==> src/sv/ir_pdt_pkg.sv <==
// ir_pdt_pkg: shared types, register indexes and reset values for the
// pulse-distance infrared transmitter. No dependencies.

package ir_pdt_pkg;

   localparam int CODE_BITS_DEF     = 32;
   localparam int DURATION_BITS_DEF = 22;

   localparam int CODE_WORD_W = 32;
   localparam int CARRIER_W   = 9;
   localparam int CSR_INDEX_W = 3;

   // register indexes
   localparam logic [CSR_INDEX_W-1:0] REG_CARRIER_PERIOD = 3'd0;
   localparam logic [CSR_INDEX_W-1:0] REG_CARRIER_HIGH   = 3'd1;
   localparam logic [CSR_INDEX_W-1:0] REG_HDR_MARK       = 3'd2;
   localparam logic [CSR_INDEX_W-1:0] REG_HDR_SPACE      = 3'd3;
   localparam logic [CSR_INDEX_W-1:0] REG_BIT_MARK       = 3'd4;
   localparam logic [CSR_INDEX_W-1:0] REG_ONE_SPACE      = 3'd5;
   localparam logic [CSR_INDEX_W-1:0] REG_ZERO_SPACE     = 3'd6;
   localparam logic [CSR_INDEX_W-1:0] REG_TRAILER_MARK   = 3'd7;

   // reset values
   localparam int CARRIER_PERIOD_RST = 378;
   localparam int CARRIER_HIGH_RST   = 126;
   localparam int HDR_MARK_RST       = 129600;
   localparam int HDR_SPACE_RST      = 64800;
   localparam int BIT_MARK_RST       = 8064;
   localparam int ONE_SPACE_RST      = 24192;
   localparam int ZERO_SPACE_RST     = 8064;
   localparam int TRAILER_MARK_RST   = 2880000;

   typedef enum logic [5:0] {
      PH_IDLE    = 6'b000001,
      PH_HMARK   = 6'b000010,
      PH_HSPACE  = 6'b000100,
      PH_BMARK   = 6'b001000,
      PH_BSPACE  = 6'b010000,
      PH_TRAILER = 6'b100000
   } phase_type;

   typedef struct packed {
      logic ir_out;
      logic busy_res;
      logic frame_done;
   } rsp_type;

endpackage

==> src/sv/ir_pdt_if.sv <==
// ir_pdt_if: valid/ready channel interfaces for the request and result items.
// Depends on ir_pdt_pkg for the fixed code word width.

interface ir_pdt_req_if;
   logic                               valid;
   logic                               ready;
   logic                               mode;
   logic [ir_pdt_pkg::CODE_WORD_W-1:0] code_word;

   modport source (output valid, output mode, output code_word, input ready);
   modport sink   (input valid, input mode, input code_word, output ready);
endinterface

interface ir_pdt_rsp_if;
   logic valid;
   logic ready;
   logic ir_out;
   logic busy_res;
   logic frame_done;

   modport source (output valid, output ir_out, output busy_res, output frame_done,
                   input ready);
   modport sink   (input valid, input ir_out, input busy_res, input frame_done,
                   output ready);
endinterface

==> src/sv/ir_pdt_csr.sv <==
// ir_pdt_csr: configuration register file for carrier and phase timing.
// Depends on ir_pdt_pkg for register indexes and reset values.

module ir_pdt_csr #(
   parameter int DURATION_BITS = ir_pdt_pkg::DURATION_BITS_DEF,
   parameter int CSR_W         = DURATION_BITS
) (
   input  logic                               clock,
   input  logic                               reset,
   input  logic                               csr_we,
   input  logic [ir_pdt_pkg::CSR_INDEX_W-1:0] csr_index,
   input  logic [CSR_W-1:0]                   csr_wdata,
   output logic [ir_pdt_pkg::CARRIER_W-1:0]   carrier_period,
   output logic [ir_pdt_pkg::CARRIER_W-1:0]   carrier_high,
   output logic [DURATION_BITS-1:0]           header_mark_ticks,
   output logic [DURATION_BITS-1:0]           header_space_ticks,
   output logic [DURATION_BITS-1:0]           bit_mark_ticks,
   output logic [DURATION_BITS-1:0]           one_space_ticks,
   output logic [DURATION_BITS-1:0]           zero_space_ticks,
   output logic [DURATION_BITS-1:0]           trailer_mark_ticks
);

   localparam int CW = ir_pdt_pkg::CARRIER_W;

   logic [CW-1:0]            period_ff, high_ff;
   logic [DURATION_BITS-1:0] hmark_ff, hspace_ff, bmark_ff, one_ff, zero_ff, trail_ff;
   logic [CW-1:0]            v_carrier;
   logic [DURATION_BITS-1:0] v_dur;

   assign v_carrier = csr_wdata[CW-1:0];
   assign v_dur     = csr_wdata[DURATION_BITS-1:0];

   always_ff @(posedge clock) begin
      if (reset) begin
         period_ff <= CW'(ir_pdt_pkg::CARRIER_PERIOD_RST);
         high_ff   <= CW'(ir_pdt_pkg::CARRIER_HIGH_RST);
         hmark_ff  <= DURATION_BITS'(ir_pdt_pkg::HDR_MARK_RST);
         hspace_ff <= DURATION_BITS'(ir_pdt_pkg::HDR_SPACE_RST);
         bmark_ff  <= DURATION_BITS'(ir_pdt_pkg::BIT_MARK_RST);
         one_ff    <= DURATION_BITS'(ir_pdt_pkg::ONE_SPACE_RST);
         zero_ff   <= DURATION_BITS'(ir_pdt_pkg::ZERO_SPACE_RST);
         trail_ff  <= DURATION_BITS'(ir_pdt_pkg::TRAILER_MARK_RST);
      end else if (csr_we) begin
         case (csr_index)
            ir_pdt_pkg::REG_CARRIER_PERIOD: period_ff <= v_carrier;
            ir_pdt_pkg::REG_CARRIER_HIGH:   high_ff   <= v_carrier;
            ir_pdt_pkg::REG_HDR_MARK:       hmark_ff  <= v_dur;
            ir_pdt_pkg::REG_HDR_SPACE:      hspace_ff <= v_dur;
            ir_pdt_pkg::REG_BIT_MARK:       bmark_ff  <= v_dur;
            ir_pdt_pkg::REG_ONE_SPACE:      one_ff    <= v_dur;
            ir_pdt_pkg::REG_ZERO_SPACE:     zero_ff   <= v_dur;
            ir_pdt_pkg::REG_TRAILER_MARK:   trail_ff  <= v_dur;
            default: ;
         endcase
      end
   end

   assign carrier_period     = period_ff;
   assign carrier_high       = high_ff;
   assign header_mark_ticks  = hmark_ff;
   assign header_space_ticks = hspace_ff;
   assign bit_mark_ticks     = bmark_ff;
   assign one_space_ticks    = one_ff;
   assign zero_space_ticks   = zero_ff;
   assign trailer_mark_ticks = trail_ff;

endmodule

==> src/sv/ir_pdt_core.sv <==
// ir_pdt_core: frame sequencer, phase and carrier counters, and result logic.
// Depends on ir_pdt_pkg for the phase and result types.

module ir_pdt_core #(
   parameter int CODE_BITS     = ir_pdt_pkg::CODE_BITS_DEF,
   parameter int DURATION_BITS = ir_pdt_pkg::DURATION_BITS_DEF
) (
   input  logic                               clock,
   input  logic                               reset,
   input  logic                               fire,
   input  logic                               mode,
   input  logic [ir_pdt_pkg::CODE_WORD_W-1:0] code_word,
   input  logic [ir_pdt_pkg::CARRIER_W-1:0]   carrier_period,
   input  logic [ir_pdt_pkg::CARRIER_W-1:0]   carrier_high,
   input  logic [DURATION_BITS-1:0]           header_mark_ticks,
   input  logic [DURATION_BITS-1:0]           header_space_ticks,
   input  logic [DURATION_BITS-1:0]           bit_mark_ticks,
   input  logic [DURATION_BITS-1:0]           one_space_ticks,
   input  logic [DURATION_BITS-1:0]           zero_space_ticks,
   input  logic [DURATION_BITS-1:0]           trailer_mark_ticks,
   output ir_pdt_pkg::rsp_type                result
);

   localparam int CW     = ir_pdt_pkg::CARRIER_W;
   localparam int LEFT_W = $clog2(CODE_BITS + 1);

   ir_pdt_pkg::phase_type    phase_ff, phase_in;
   logic [DURATION_BITS-1:0] pc_ff, pc_in;
   logic [CW-1:0]            cc_ff, cc_in;
   logic [CODE_BITS-1:0]     bits_ff, bits_in;
   logic [LEFT_W-1:0]        left_ff, left_in;

   logic                     in_mark, level, busy, phase_end;
   logic [DURATION_BITS-1:0] len_raw, len;
   logic [LEFT_W-1:0]        left_dec;

   assign in_mark = (phase_ff == ir_pdt_pkg::PH_HMARK) ||
                    (phase_ff == ir_pdt_pkg::PH_BMARK) ||
                    (phase_ff == ir_pdt_pkg::PH_TRAILER);
   assign level   = in_mark && (cc_ff < carrier_high);
   assign busy    = (phase_ff != ir_pdt_pkg::PH_IDLE);

   always_comb begin
      case (phase_ff)
         ir_pdt_pkg::PH_HMARK:  len_raw = header_mark_ticks;
         ir_pdt_pkg::PH_HSPACE: len_raw = header_space_ticks;
         ir_pdt_pkg::PH_BMARK:  len_raw = bit_mark_ticks;
         ir_pdt_pkg::PH_BSPACE: len_raw = bits_ff[CODE_BITS-1] ? one_space_ticks
                                                                : zero_space_ticks;
         default:               len_raw = trailer_mark_ticks;
      endcase
   end

   assign len       = (len_raw == '0) ? DURATION_BITS'(1) : len_raw;
   assign phase_end = ({1'b0, pc_ff} + (DURATION_BITS + 1)'(1)) >= {1'b0, len};
   assign left_dec  = (left_ff != '0) ? left_ff - LEFT_W'(1) : '0;

   always_comb begin
      phase_in = phase_ff;
      pc_in    = pc_ff;
      cc_in    = cc_ff;
      bits_in  = bits_ff;
      left_in  = left_ff;
      result.ir_out     = level;
      result.busy_res   = busy;
      result.frame_done = 1'b0;
      if (mode) begin
         if (!busy) begin
            // start of frame: first tick drives the header mark
            bits_in  = CODE_BITS'(code_word);
            left_in  = LEFT_W'(CODE_BITS);
            phase_in = ir_pdt_pkg::PH_HMARK;
            pc_in    = '0;
            cc_in    = '0;
            result.ir_out   = (carrier_high != '0);
            result.busy_res = 1'b1;
         end
      end else if (busy) begin
         if (in_mark) begin
            cc_in = (cc_ff >= carrier_period) ? '0 : cc_ff + CW'(1);
         end
         if (phase_end) begin
            pc_in = '0;
            cc_in = '0;
            case (phase_ff)
               ir_pdt_pkg::PH_HMARK:  phase_in = ir_pdt_pkg::PH_HSPACE;
               ir_pdt_pkg::PH_HSPACE: phase_in = ir_pdt_pkg::PH_BMARK;
               ir_pdt_pkg::PH_BMARK:  phase_in = ir_pdt_pkg::PH_BSPACE;
               ir_pdt_pkg::PH_BSPACE: begin
                  bits_in  = bits_ff << 1;
                  left_in  = left_dec;
                  phase_in = (left_dec == '0) ? ir_pdt_pkg::PH_TRAILER
                                              : ir_pdt_pkg::PH_BMARK;
               end
               default: begin
                  phase_in = ir_pdt_pkg::PH_IDLE;
                  result.frame_done = 1'b1;
               end
            endcase
         end else begin
            pc_in = pc_ff + DURATION_BITS'(1);
         end
      end
   end

   always_ff @(posedge clock) begin
      if (reset) begin
         phase_ff <= ir_pdt_pkg::PH_IDLE;
         pc_ff    <= '0;
         cc_ff    <= '0;
         bits_ff  <= '0;
         left_ff  <= '0;
      end else if (fire) begin
         phase_ff <= phase_in;
         pc_ff    <= pc_in;
         cc_ff    <= cc_in;
         bits_ff  <= bits_in;
         left_ff  <= left_in;
      end
   end

endmodule

==> src/sv/ir_pulse_distance_transmitter.sv <==
// ir_pulse_distance_transmitter: input register, frame core and result register;
// depends on ir_pdt_pkg, ir_pdt_if, ir_pdt_csr and ir_pdt_core.
// An item is held in the input register and its result in the result register.
// Throughput: one item per cycle while the result is taken; the input and result
// registers form a two-stage pipe, so a new item is taken while a result waits.
// Reset (synchronous, active high) empties the pipe, idles the frame, reloads timing.

module ir_pulse_distance_transmitter #(
   parameter int CODE_BITS     = ir_pdt_pkg::CODE_BITS_DEF,
   parameter int DURATION_BITS = ir_pdt_pkg::DURATION_BITS_DEF,
   parameter int CSR_W         = (DURATION_BITS > ir_pdt_pkg::CARRIER_W) ?
                                 DURATION_BITS : ir_pdt_pkg::CARRIER_W
) (
   input  logic                               clock,
   input  logic                               reset,
   ir_pdt_req_if.sink                         req_ch,
   ir_pdt_rsp_if.source                       rsp_ch,
   input  logic                               csr_we,
   input  logic [ir_pdt_pkg::CSR_INDEX_W-1:0] csr_index,
   input  logic [CSR_W-1:0]                   csr_wdata
);

   localparam int CW = ir_pdt_pkg::CARRIER_W;

   logic                               in_valid_ff;
   logic                               in_mode_ff;
   logic [ir_pdt_pkg::CODE_WORD_W-1:0] in_code_ff;
   logic                               out_valid_ff;
   ir_pdt_pkg::rsp_type                out_data_ff, core_res;
   logic                               advance, take;

   logic [CW-1:0]            carrier_period, carrier_high;
   logic [DURATION_BITS-1:0] header_mark_ticks, header_space_ticks, bit_mark_ticks;
   logic [DURATION_BITS-1:0] one_space_ticks, zero_space_ticks, trailer_mark_ticks;

   assign advance      = in_valid_ff && (!out_valid_ff || rsp_ch.ready);
   assign req_ch.ready = !in_valid_ff || advance;
   assign take         = req_ch.valid && req_ch.ready;

   always_ff @(posedge clock) begin
      if (reset) begin
         in_valid_ff <= 1'b0;
      end else if (req_ch.ready) begin
         in_valid_ff <= req_ch.valid;
      end
   end

   always_ff @(posedge clock) begin
      if (take) begin
         in_mode_ff <= req_ch.mode;
         in_code_ff <= req_ch.code_word;
      end
   end

   always_ff @(posedge clock) begin
      if (reset) begin
         out_valid_ff <= 1'b0;
      end else if (!out_valid_ff || rsp_ch.ready) begin
         out_valid_ff <= in_valid_ff;
      end
   end

   always_ff @(posedge clock) begin
      if (advance) begin
         out_data_ff <= core_res;
      end
   end

   ir_pdt_csr #(
      .DURATION_BITS (DURATION_BITS),
      .CSR_W         (CSR_W)
   ) u_csr (
      .clock              (clock),
      .reset              (reset),
      .csr_we             (csr_we),
      .csr_index          (csr_index),
      .csr_wdata          (csr_wdata),
      .carrier_period     (carrier_period),
      .carrier_high       (carrier_high),
      .header_mark_ticks  (header_mark_ticks),
      .header_space_ticks (header_space_ticks),
      .bit_mark_ticks     (bit_mark_ticks),
      .one_space_ticks    (one_space_ticks),
      .zero_space_ticks   (zero_space_ticks),
      .trailer_mark_ticks (trailer_mark_ticks)
   );

   ir_pdt_core #(
      .CODE_BITS     (CODE_BITS),
      .DURATION_BITS (DURATION_BITS)
   ) u_core (
      .clock              (clock),
      .reset              (reset),
      .fire               (advance),
      .mode               (in_mode_ff),
      .code_word          (in_code_ff),
      .carrier_period     (carrier_period),
      .carrier_high       (carrier_high),
      .header_mark_ticks  (header_mark_ticks),
      .header_space_ticks (header_space_ticks),
      .bit_mark_ticks     (bit_mark_ticks),
      .one_space_ticks    (one_space_ticks),
      .zero_space_ticks   (zero_space_ticks),
      .trailer_mark_ticks (trailer_mark_ticks),
      .result             (core_res)
   );

   assign rsp_ch.valid      = out_valid_ff;
   assign rsp_ch.ir_out     = out_data_ff.ir_out;
   assign rsp_ch.busy_res   = out_data_ff.busy_res;
   assign rsp_ch.frame_done = out_data_ff.frame_done;

endmodule

==> src/flat_wrapper.sv <==
// flat-port wrapper written by rule: the top's interface ports become plain ports
module ir_pulse_distance_transmitter_flat 
#(
   parameter int CODE_BITS     = ir_pdt_pkg::CODE_BITS_DEF,
   parameter int DURATION_BITS = ir_pdt_pkg::DURATION_BITS_DEF,
   parameter int CSR_W         = (DURATION_BITS > ir_pdt_pkg::CARRIER_W) ?
                                 DURATION_BITS : ir_pdt_pkg::CARRIER_W
)
  (clock, reset, csr_we, csr_index, csr_wdata, req_ch_valid, req_ch_mode, req_ch_code_word, req_ch_ready, rsp_ch_valid, rsp_ch_ir_out, rsp_ch_busy_res, rsp_ch_frame_done, rsp_ch_ready);
  ir_pdt_req_if req_ch_i ();
  ir_pdt_rsp_if rsp_ch_i ();
  input  logic clock;
  input  logic reset;
  input  logic csr_we;
  input  logic [ir_pdt_pkg::CSR_INDEX_W-1:0] csr_index;
  input  logic [CSR_W-1:0] csr_wdata;
  input wire logic [$bits(req_ch_i.valid)-1:0] req_ch_valid;
  input wire logic [$bits(req_ch_i.mode)-1:0] req_ch_mode;
  input wire logic [$bits(req_ch_i.code_word)-1:0] req_ch_code_word;
  output wire logic [$bits(req_ch_i.ready)-1:0] req_ch_ready;
  output wire logic [$bits(rsp_ch_i.valid)-1:0] rsp_ch_valid;
  output wire logic [$bits(rsp_ch_i.ir_out)-1:0] rsp_ch_ir_out;
  output wire logic [$bits(rsp_ch_i.busy_res)-1:0] rsp_ch_busy_res;
  output wire logic [$bits(rsp_ch_i.frame_done)-1:0] rsp_ch_frame_done;
  input wire logic [$bits(rsp_ch_i.ready)-1:0] rsp_ch_ready;
  assign req_ch_i.valid = req_ch_valid;
  assign req_ch_i.mode = req_ch_mode;
  assign req_ch_i.code_word = req_ch_code_word;
  assign req_ch_ready = req_ch_i.ready;
  assign rsp_ch_valid = rsp_ch_i.valid;
  assign rsp_ch_ir_out = rsp_ch_i.ir_out;
  assign rsp_ch_busy_res = rsp_ch_i.busy_res;
  assign rsp_ch_frame_done = rsp_ch_i.frame_done;
  assign rsp_ch_i.ready = rsp_ch_ready;
  ir_pulse_distance_transmitter #(.CODE_BITS(CODE_BITS), .DURATION_BITS(DURATION_BITS), .CSR_W(CSR_W)) u_core (.clock(clock), .reset(reset), .req_ch(req_ch_i), .rsp_ch(rsp_ch_i), .csr_we(csr_we), .csr_index(csr_index), .csr_wdata(csr_wdata));
endmodule
==> config.mk <==
export PLATFORM = sky130hd
export DESIGN_NAME = ir_pulse_distance_transmitter_flat
export DESIGN_NICKNAME = d
export VERILOG_FILES = /design/src/sv/ir_pdt_pkg.sv /design/src/sv/ir_pdt_if.sv /design/src/sv/ir_pdt_csr.sv /design/src/sv/ir_pdt_core.sv /design/src/sv/ir_pulse_distance_transmitter.sv /design/src/flat_wrapper.sv
export SDC_FILE = /design/constraint.sdc
export NUM_CORES = 1
export LEC_CHECK = 0
export ABC_CLOCK_PERIOD_IN_PS = 5300
export BUFFER_PORTS_ARGS = -buffer_cell sky130_fd_sc_hd__buf_2
export CORE_MARGIN = 2
export CORE_UTILIZATION = 23
export DETAILED_ROUTE_END_ITERATION = 12
export PLACE_DENSITY_LB_ADDON = 0.2
export SLEW_MARGIN = 0
export SYNTH_ARGS = -nofsm -noshare
export SYNTH_HDL_FRONTEND = slang
export SYNTH_SLANG_ARGS = --single-unit
==> constraint.sdc <==
create_clock -name clock -period 5.3 [get_ports clock]
set_input_delay 0 -clock clock [delete_from_list [all_inputs] [get_ports clock]]
set_output_delay 0 -clock clock [all_outputs]
set_load 0.05 [all_outputs]
* After elaboration in Yosys (flattened, before gate mapping)
Cells that the tools add are included. Widths: inputs -> output; s select.
Operators by class: $add $sub $neg 4, multipliers 0, div/mod/pow operators 0, order comparisons 3, equality and inequality tests 14, shifts and indexed selects 0, muxes and demuxes 33, bitwise logic cells 2, reductions and logical operators 32
Operator list (number):
- $mux 32 | 5
- $mux 22 | 6
- $pmux 22 s4 | 1
- $mux 6 | 11
- $mux 9 | 6
- $pmux 6 s4 | 1
- $add 22x1->23 const B | 1
- $ge 23x22->1 | 1
- $add 22x1->22 const B | 1
- $logic_not 22->1 | 1
- $reduce_and 2->1 | 8
- $eq 3x3->1 const B | 4
- $add 9x1->9 const B | 1
- $ge 9x9->1 | 1
- $lt 9x9->1 | 1
- $reduce_bool 9->1 | 1
- $reduce_and 4->1 | 2
- $eq 3x2->1 const B | 2
- $eq 6x2->1 const B | 1
- $eq 6x3->1 const B | 1
- $eq 6x4->1 const B | 1
- $eq 6x5->1 const B | 1
- $eq 6x6->1 const B | 1
- $logic_not 6->1 | 1
- other kinds (18) | 28
Word-level totals: flip-flop bits (word level) 263, bits in latches 0, bits in writable memories 0, ROM bits 0, output and inout port bits 5, word-level logic and storage cells 108, memories 0

* Logic depth before layout (Yosys ltp)
depth in word-level cells 8, mapped depth 19, mapped depth without buffers 15

* By module
From an unflattened synthesis, not the netlist that was laid out.
Second synthesis, totals: cell total of the unflattened synthesis 1358, area, all modules 13048.8 um2
By module, submodules not included:
- ir_pdt_core | instances 1, cells each 766, area an instance 6013.3 um2
- ir_pdt_csr | instances 1, cells each 546, area an instance 5850.6 um2
- ir_pulse_distance_transmitter | instances 1, cells each 46, area an instance 1184.9 um2

* Least setup slack after synthesis
Ideal clock, no wire load.
kind register to register, start register u_core.u_core.phase_ff[1], end register u_core.u_core.cc_ff[5], library setup time 86 ps, arrival time 4638 ps, required time 5214 ps, slack 577 ps, stages on the path, launching flop included 18, period minus slack after synthesis 4723 ps, cell sequence dfxtp_1 or4b_4 nor3_4 nor4_1 buf_2 a211oi_1 nand4_1 or4_1 o31ai_1 ha_1 nand2b_1 a211o_1 a221oi_1 o22ai_2 nor2_1 clkbuf_1 o211ai_1 a211oi_1
Between the ends: cells in the longest elaborated chain, start to end 8, elaborated cells between the ends (all ways) 19
Ends and longest elaborated chain:
- start: declaration | line ir_pdt_core.sv:27 | ir_pdt_pkg::phase_type phase_ff, phase_in;
- start signal: assignment | line ir_pdt_core.sv:108 | phase_ff <= ir_pdt_pkg::PH_IDLE;
- start signal: assignment | line ir_pdt_core.sv:114 | phase_ff <= phase_in;
- $eq 6x5->1 (tied with other cells) | line ir_pdt_core.sv:44 | case (phase_ff)
- $pmux 22 s4 | line ir_pdt_core.sv:44
- $logic_not 22->1 | line ir_pdt_core.sv:54 | assign len = (len_raw == '0) ? DURATION_BITS'(1) : len_raw;
- $mux 22 | line ir_pdt_core.sv:54
- $ge 23x22->1 | line ir_pdt_core.sv:55 | assign phase_end = ({1'b0, pc_ff} + (DURATION_BITS + 1)'(1)) >= {1'b0, len};
- $mux 9 | line ir_pdt_core.sv:82 | if (phase_end) begin
- $mux 9 | line ir_pdt_core.sv:78 | end else if (busy) begin
- $mux 9 | line ir_pdt_core.sv:67 | if (mode) begin
- end signal: assignment | line ir_pdt_core.sv:116 | cc_ff <= cc_in;
- end: declaration | line ir_pdt_core.sv:29 | logic [CW-1:0] cc_ff, cc_in;
Several ways; a longest one is shown, not always the timed one. The select of a mux whose other input is x is not followed. A chain may end at the register's enable or synchronous reset.

* Final worst setup path
start register u_core.u_core.phase_ff[5], end register u_core.u_core.bits_ff[24]
Between the ends: cells in the longest elaborated chain, start to end 7, elaborated cells between the ends (all ways) 14
Ends and longest elaborated chain:
- $eq 6x5->1 (tied with other cells) | line ir_pdt_core.sv:44, ir_pdt_core.sv:85
- $pmux 22 s4 | line ir_pdt_core.sv:44
- $logic_not 22->1 | line ir_pdt_core.sv:54
- $mux 22 | line ir_pdt_core.sv:54
- $ge 23x22->1 | line ir_pdt_core.sv:55
- $reduce_bool 2->1 (no source line)
- $reduce_and 5->1 (no source line) (*)
- end signal: assignment | line ir_pdt_core.sv:117 | bits_ff <= bits_in;
- end: declaration | line ir_pdt_core.sv:30 | logic [CODE_BITS-1:0] bits_ff, bits_in;
Every way passes the cells marked *; elsewhere a longest branch is shown, timed or not.

==> results_dict.tcl <==
set metrics [dict create \
    antenna_found_initial 0 \
    tightest_slew_ns 1.21 \
    use_met3_pct 1.99 \
    core_area_sq_um 52400 \
    die_x_um 234 \
    grt_pass1_wl_um 59400 \
    min_from "csr_we" \
    slew_headroom_pct 19.5 \
    irDropWorstVdd_uv 240 \
    postRouteAntennaNets 0 \
    critPathMaxFanout 34 \
    yosysWarnings 0 \
    r2r_slack_ns 0.28 \
    yosys_register_bits 263 \
    initial_core_util_pct 23.2 \
    io_pins 68 \
    hold_viol 0 \
    first_global_vias 10200 \
    syn_area_per_cell_sq_um 8.58 \
    status "finished clean" \
    syn_area_sq_um 12200 \
    synth_seq_area_share_pct 46.1 \
    dieArea_sq_um 54900 \
    critPathTopFamily "simple AND/OR/NAND/NOR gates" \
    htree_levels 1 \
    r2r-start "u_core.u_core.phase_ff[5]$_SDFFE_PP0P_" \
    wl_per_cell_um 17.1 \
    globalRouteMet2Util_pct 22.8 \
    gp_congestion 0.786 \
    multi_input_area_sq_um 6220 \
    synth-edff-count 36 \
    clockBufferDepth 3 \
    path_class "flip-flop to flip-flop" \
    port_buffers 67 \
    cp_data_required_time_ns 5.78 \
    worstPathArrival_ns 5.50 \
    cp_slowest_cell "or4b_4" \
    cpPeakStageDelay_ns 0.57 \
    p_leak_uw 0.00574 \
    synthFlopType "dfxtp_1" \
    synthCells 1420 \
    clock_latency_ns 0.58 \
    route.detailed.drc 0 \
    hold_path_depth 5 \
    path_cells "or4b_4 -> nor3_4 -> nor4_2 -> buf_4 -> a211oi_2 -> nand4_1 -> or4_1 -> o31ai_1 -> ha_1 -> nand2b_1 -> a211o_1 -> a221oi_2 -> o22ai_2 -> nor2_2 -> buf_12 -> nor2_2 -> buf_4 -> a211oi_1" \
    nets 1627 \
    grt_usage_pct 13.8 \
    slew_violations 0 \
    r2r_end "u_core.u_core.bits_ff[24]$_SDFFE_PP0P_" \
    rows 84 \
    rsz0062_at_grt "false" \
    hpwlAfterDp_um 25000 \
    diodes 0 \
    grt_max_degree 112 \
    post-route-period-util_pct 94.7 \
    yosysUniqueCellTypes 59 \
    synthArstFlopShare_pct 0 \
    cp-start-kind "flip-flop" \
    via_per_inst 4.72 \
    top_usage_layer "met2" \
    drt-initial-drc-count 614 \
    fin_skew_ns 0.00983 \
    regArea_sq_um 5630 \
    first_pass_iters 5 \
    hp-class "primary input to flip-flop" \
    wl_um 38100 \
    reg2reg_depth 18 \
    finalSetupViolCount 0 \
    hold_path_end "u_core.u_csr.one_space_ticks[7]$_SDFFE_PP1P_" \
    cts_tree "built" \
    met1_usage_pct 18.8 \
    powerDensity_nw_per_um2 308 \
    n_fill_cell 5496 \
    max_freq_mhz 199 \
    crit_buf_inv 3 \
    cts_root_buf "clkbuf_16" \
    die_y_um 234 \
    vias 10500 \
    area_growth_pct 24.5 \
    period_minus_slack_ns 5.02 \
    drive_gt1_share_pct 12.7 \
    crit_path_end_kind "flip-flop" \
    cts_setup_buffers 0 \
    cts.sinks 263 \
    clk_pin_slew_ns 0.06 \
    tns_ns 0 \
    gr-total-overflow 0 \
    drv_cap 0 \
    syn_nets 1527 \
    cts_made_buffers 31 \
    whs_ns 0.0428 \
]
## state kept, by name, indices dropped and copies added (netlist names), 9 cells and up
register and flops:
u_core.in_code_ff 32, u_core.u_core.bits_ff 32, u_core.u_core.pc_ff 22, u_core.u_csr.bit_mark_ticks 22, u_core.u_csr.header_mark_ticks 22, u_core.u_csr.header_space_ticks 22
u_core.u_csr.one_space_ticks 22, u_core.u_csr.trailer_mark_ticks 22, u_core.u_csr.zero_space_ticks 22, u_core.u_core.cc_ff 9, u_core.u_csr.carrier_high 9, u_core.u_csr.carrier_period 9
## worst register-to-register path, stage by stage, from the launching register on
cell and delay [ns]:
dfxtp_1 0.36, or4b_4 0.57, nor3_4 0.15, nor4_2 0.07, buf_4 0.24, a211oi_2 0.35, nand4_1 0.15, or4_1 0.56
o31ai_1 0.23, ha_1 0.26, nand2b_1 0.14, a211o_1 0.31, a221oi_2 0.33, o22ai_2 0.20, nor2_2 0.22, buf_12 0.17
nor2_2 0.05, buf_4 0.26, a211oi_1 0.29
## through the flow
stage | power, uW | cells | setup slack [ns] | util, % | instance area, sq um
after floorplan | 2320 | 1420 | 0.577 | - | 12200
after global placement | 2440 | 2113 | 0.109 | 25.5 | 13400
after detailed placement | 2450 | 2113 | 0.00470 | 25.5 | 13400
after CTS | 4750 | 2233 | 0.00990 | 28.7 | 15100
after global routing | 4870 | 2233 | 0.0120 | 28.9 | 15200
final | 4670 | 2233 | 0.281 | 28.9 | 15200
## cell families after synthesis
group / Yosys count / share of synthesized area (%)
compound gates: 345 / 18.1
xor+xnor: 23 / 1.65
fa+ha+maj: 44 / 4.52
buf+inv: 129 / 4.12
flops: 263 / 46.1
mux: 62 / 5.09
simple gates: 554 / 20.3
## worst max-delay path by stage
| stage | startpoint | endpoint | slack [ns] | depth (start not counted) |
|---|---|---|---|---|
| detailed placement | u_core.u_core.phase_ff[5]$_SDFFE_PP0P_ | u_core.u_core.bits_ff[24]$_SDFFE_PP0P_ | 0.005 | 18 |
| finish | u_core.u_core.phase_ff[5]$_SDFFE_PP0P_ | u_core.u_core.bits_ff[24]$_SDFFE_PP0P_ | 0.28 | 18 |
| floorplan | u_core.u_core.phase_ff[1]$_SDFFE_PP0P_ | u_core.u_core.cc_ff[5]$_SDFFE_PP0P_ | 0.58 | 17 |
| global placement | u_core.u_core.phase_ff[1]$_SDFFE_PP0P_ | u_core.u_core.bits_ff[25]$_SDFFE_PP0P_ | 0.11 | 18 |
| CTS | u_core.u_core.phase_ff[5]$_SDFFE_PP0P_ | u_core.u_core.bits_ff[24]$_SDFFE_PP0P_ | 0.01 | 18 |
| global route | u_core.u_core.phase_ff[3]$_SDFFE_PP0P_ | u_core.u_core.bits_ff[24]$_SDFFE_PP0P_ | 0.01 | 18 |
## placed cells by master (no fill, tap or decap), types with 6 or more instances in the layout
| cell | count |
|---|---|
| a211oi_2 | 14 |
| clkbuf_8 | 6 |
| nor4_1 | 9 |
| a22o_1 | 21 |
| xor2_1 | 15 |
| dfxtp_1 | 227 |
| o2111ai_1 | 7 |
| nand2b_1 | 12 |
| nor2_2 | 9 |
| o21ai_0 | 34 |
| nand2_1 | 331 |
| nand4_1 | 14 |
| clkbuf_16 | 33 |
| mux2i_1 | 62 |
| dlygate4sd3_1 | 62 |
| nand3_1 | 74 |
| edfxtp_1 | 36 |
| buf_2 | 66 |
| o2bb2ai_1 | 17 |
| a211oi_1 | 42 |
| a21o_1 | 9 |
| o211ai_1 | 16 |
| a21oi_1 | 150 |
| and3_1 | 10 |
| nand3b_1 | 7 |
| o32ai_1 | 6 |
| and2_1 | 6 |
| nor3_1 | 13 |
| inv_1 | 29 |
| nor2b_1 | 8 |
| xnor2_1 | 8 |
| ha_1 | 44 |
| buf_4 | 34 |
| nor2_1 | 31 |
| clkinv_2 | 8 |
## timing repair
action                     4_1_cts  5_1_grt
pin swaps                        0        0
gates resized for setup          1       23
hold endpoints to repair       186        0
hold buffers                    62        0
setup endpoints to repair        1       73
## cells in the mapped netlist (all sizes together), types with 4 or more instances
master	count	share of area [%]
nand2	331	10
inv	29	0.89
ha	44	4.5
xor2	15	1.1
dfxtp	227	37
a21oi	151	6.2
o2111ai	7	0.50
buf	9	0.35
a31oi	4	0.21
nor4	12	0.62
a32o	4	0.33
a211oi	57	3.5
nand3	74	3.0
xnor2	8	0.57
o21ai	35	1.4
nor2b	8	0.41
a21o	9	0.55
edfxtp	36	8.9
or3	5	0.26
nand3b	7	0.43
nand2b	12	0.62
nor2	40	1.2
a22o	21	1.5
o211ai	16	0.99
or4	5	0.31
nor3	16	0.75
clkbuf	90	2.8
and2	7	0.36
mux2i	62	5.1
o2bb2ai	17	1.2
o32ai	6	0.43
nand4	14	0.72
and3	10	0.51
nor3b	5	0.31
## cell type report
| type | instances | share of cell area, % |
|---|---|---|
| inverters | 30 | 0.742 |
| clock buffers | 44 | 6.11 |
| repair buffers | 166 | 8.42 |
| clock inverters | 14 | 1.02 |
| well taps | 688 | 5.67 |
| multi-input cells | 1028 | 41.0 |
| flip-flops and latches | 263 | 37.1 |
## routing by layer
layer  up-vias  routed length, um
li1       5250                  -
met1      5048              18100
met2       192              17700
met3        44               1510
met4         0                754
met5         -                  0
## power breakdown
group / switching, uW / total, uW / internal, uW
logic: 205 / 331 / 126
clock network: 878 / 2240 / 1360
registers: 27.9 / 2110 / 2080
Power figures use the tool's default switching activity.
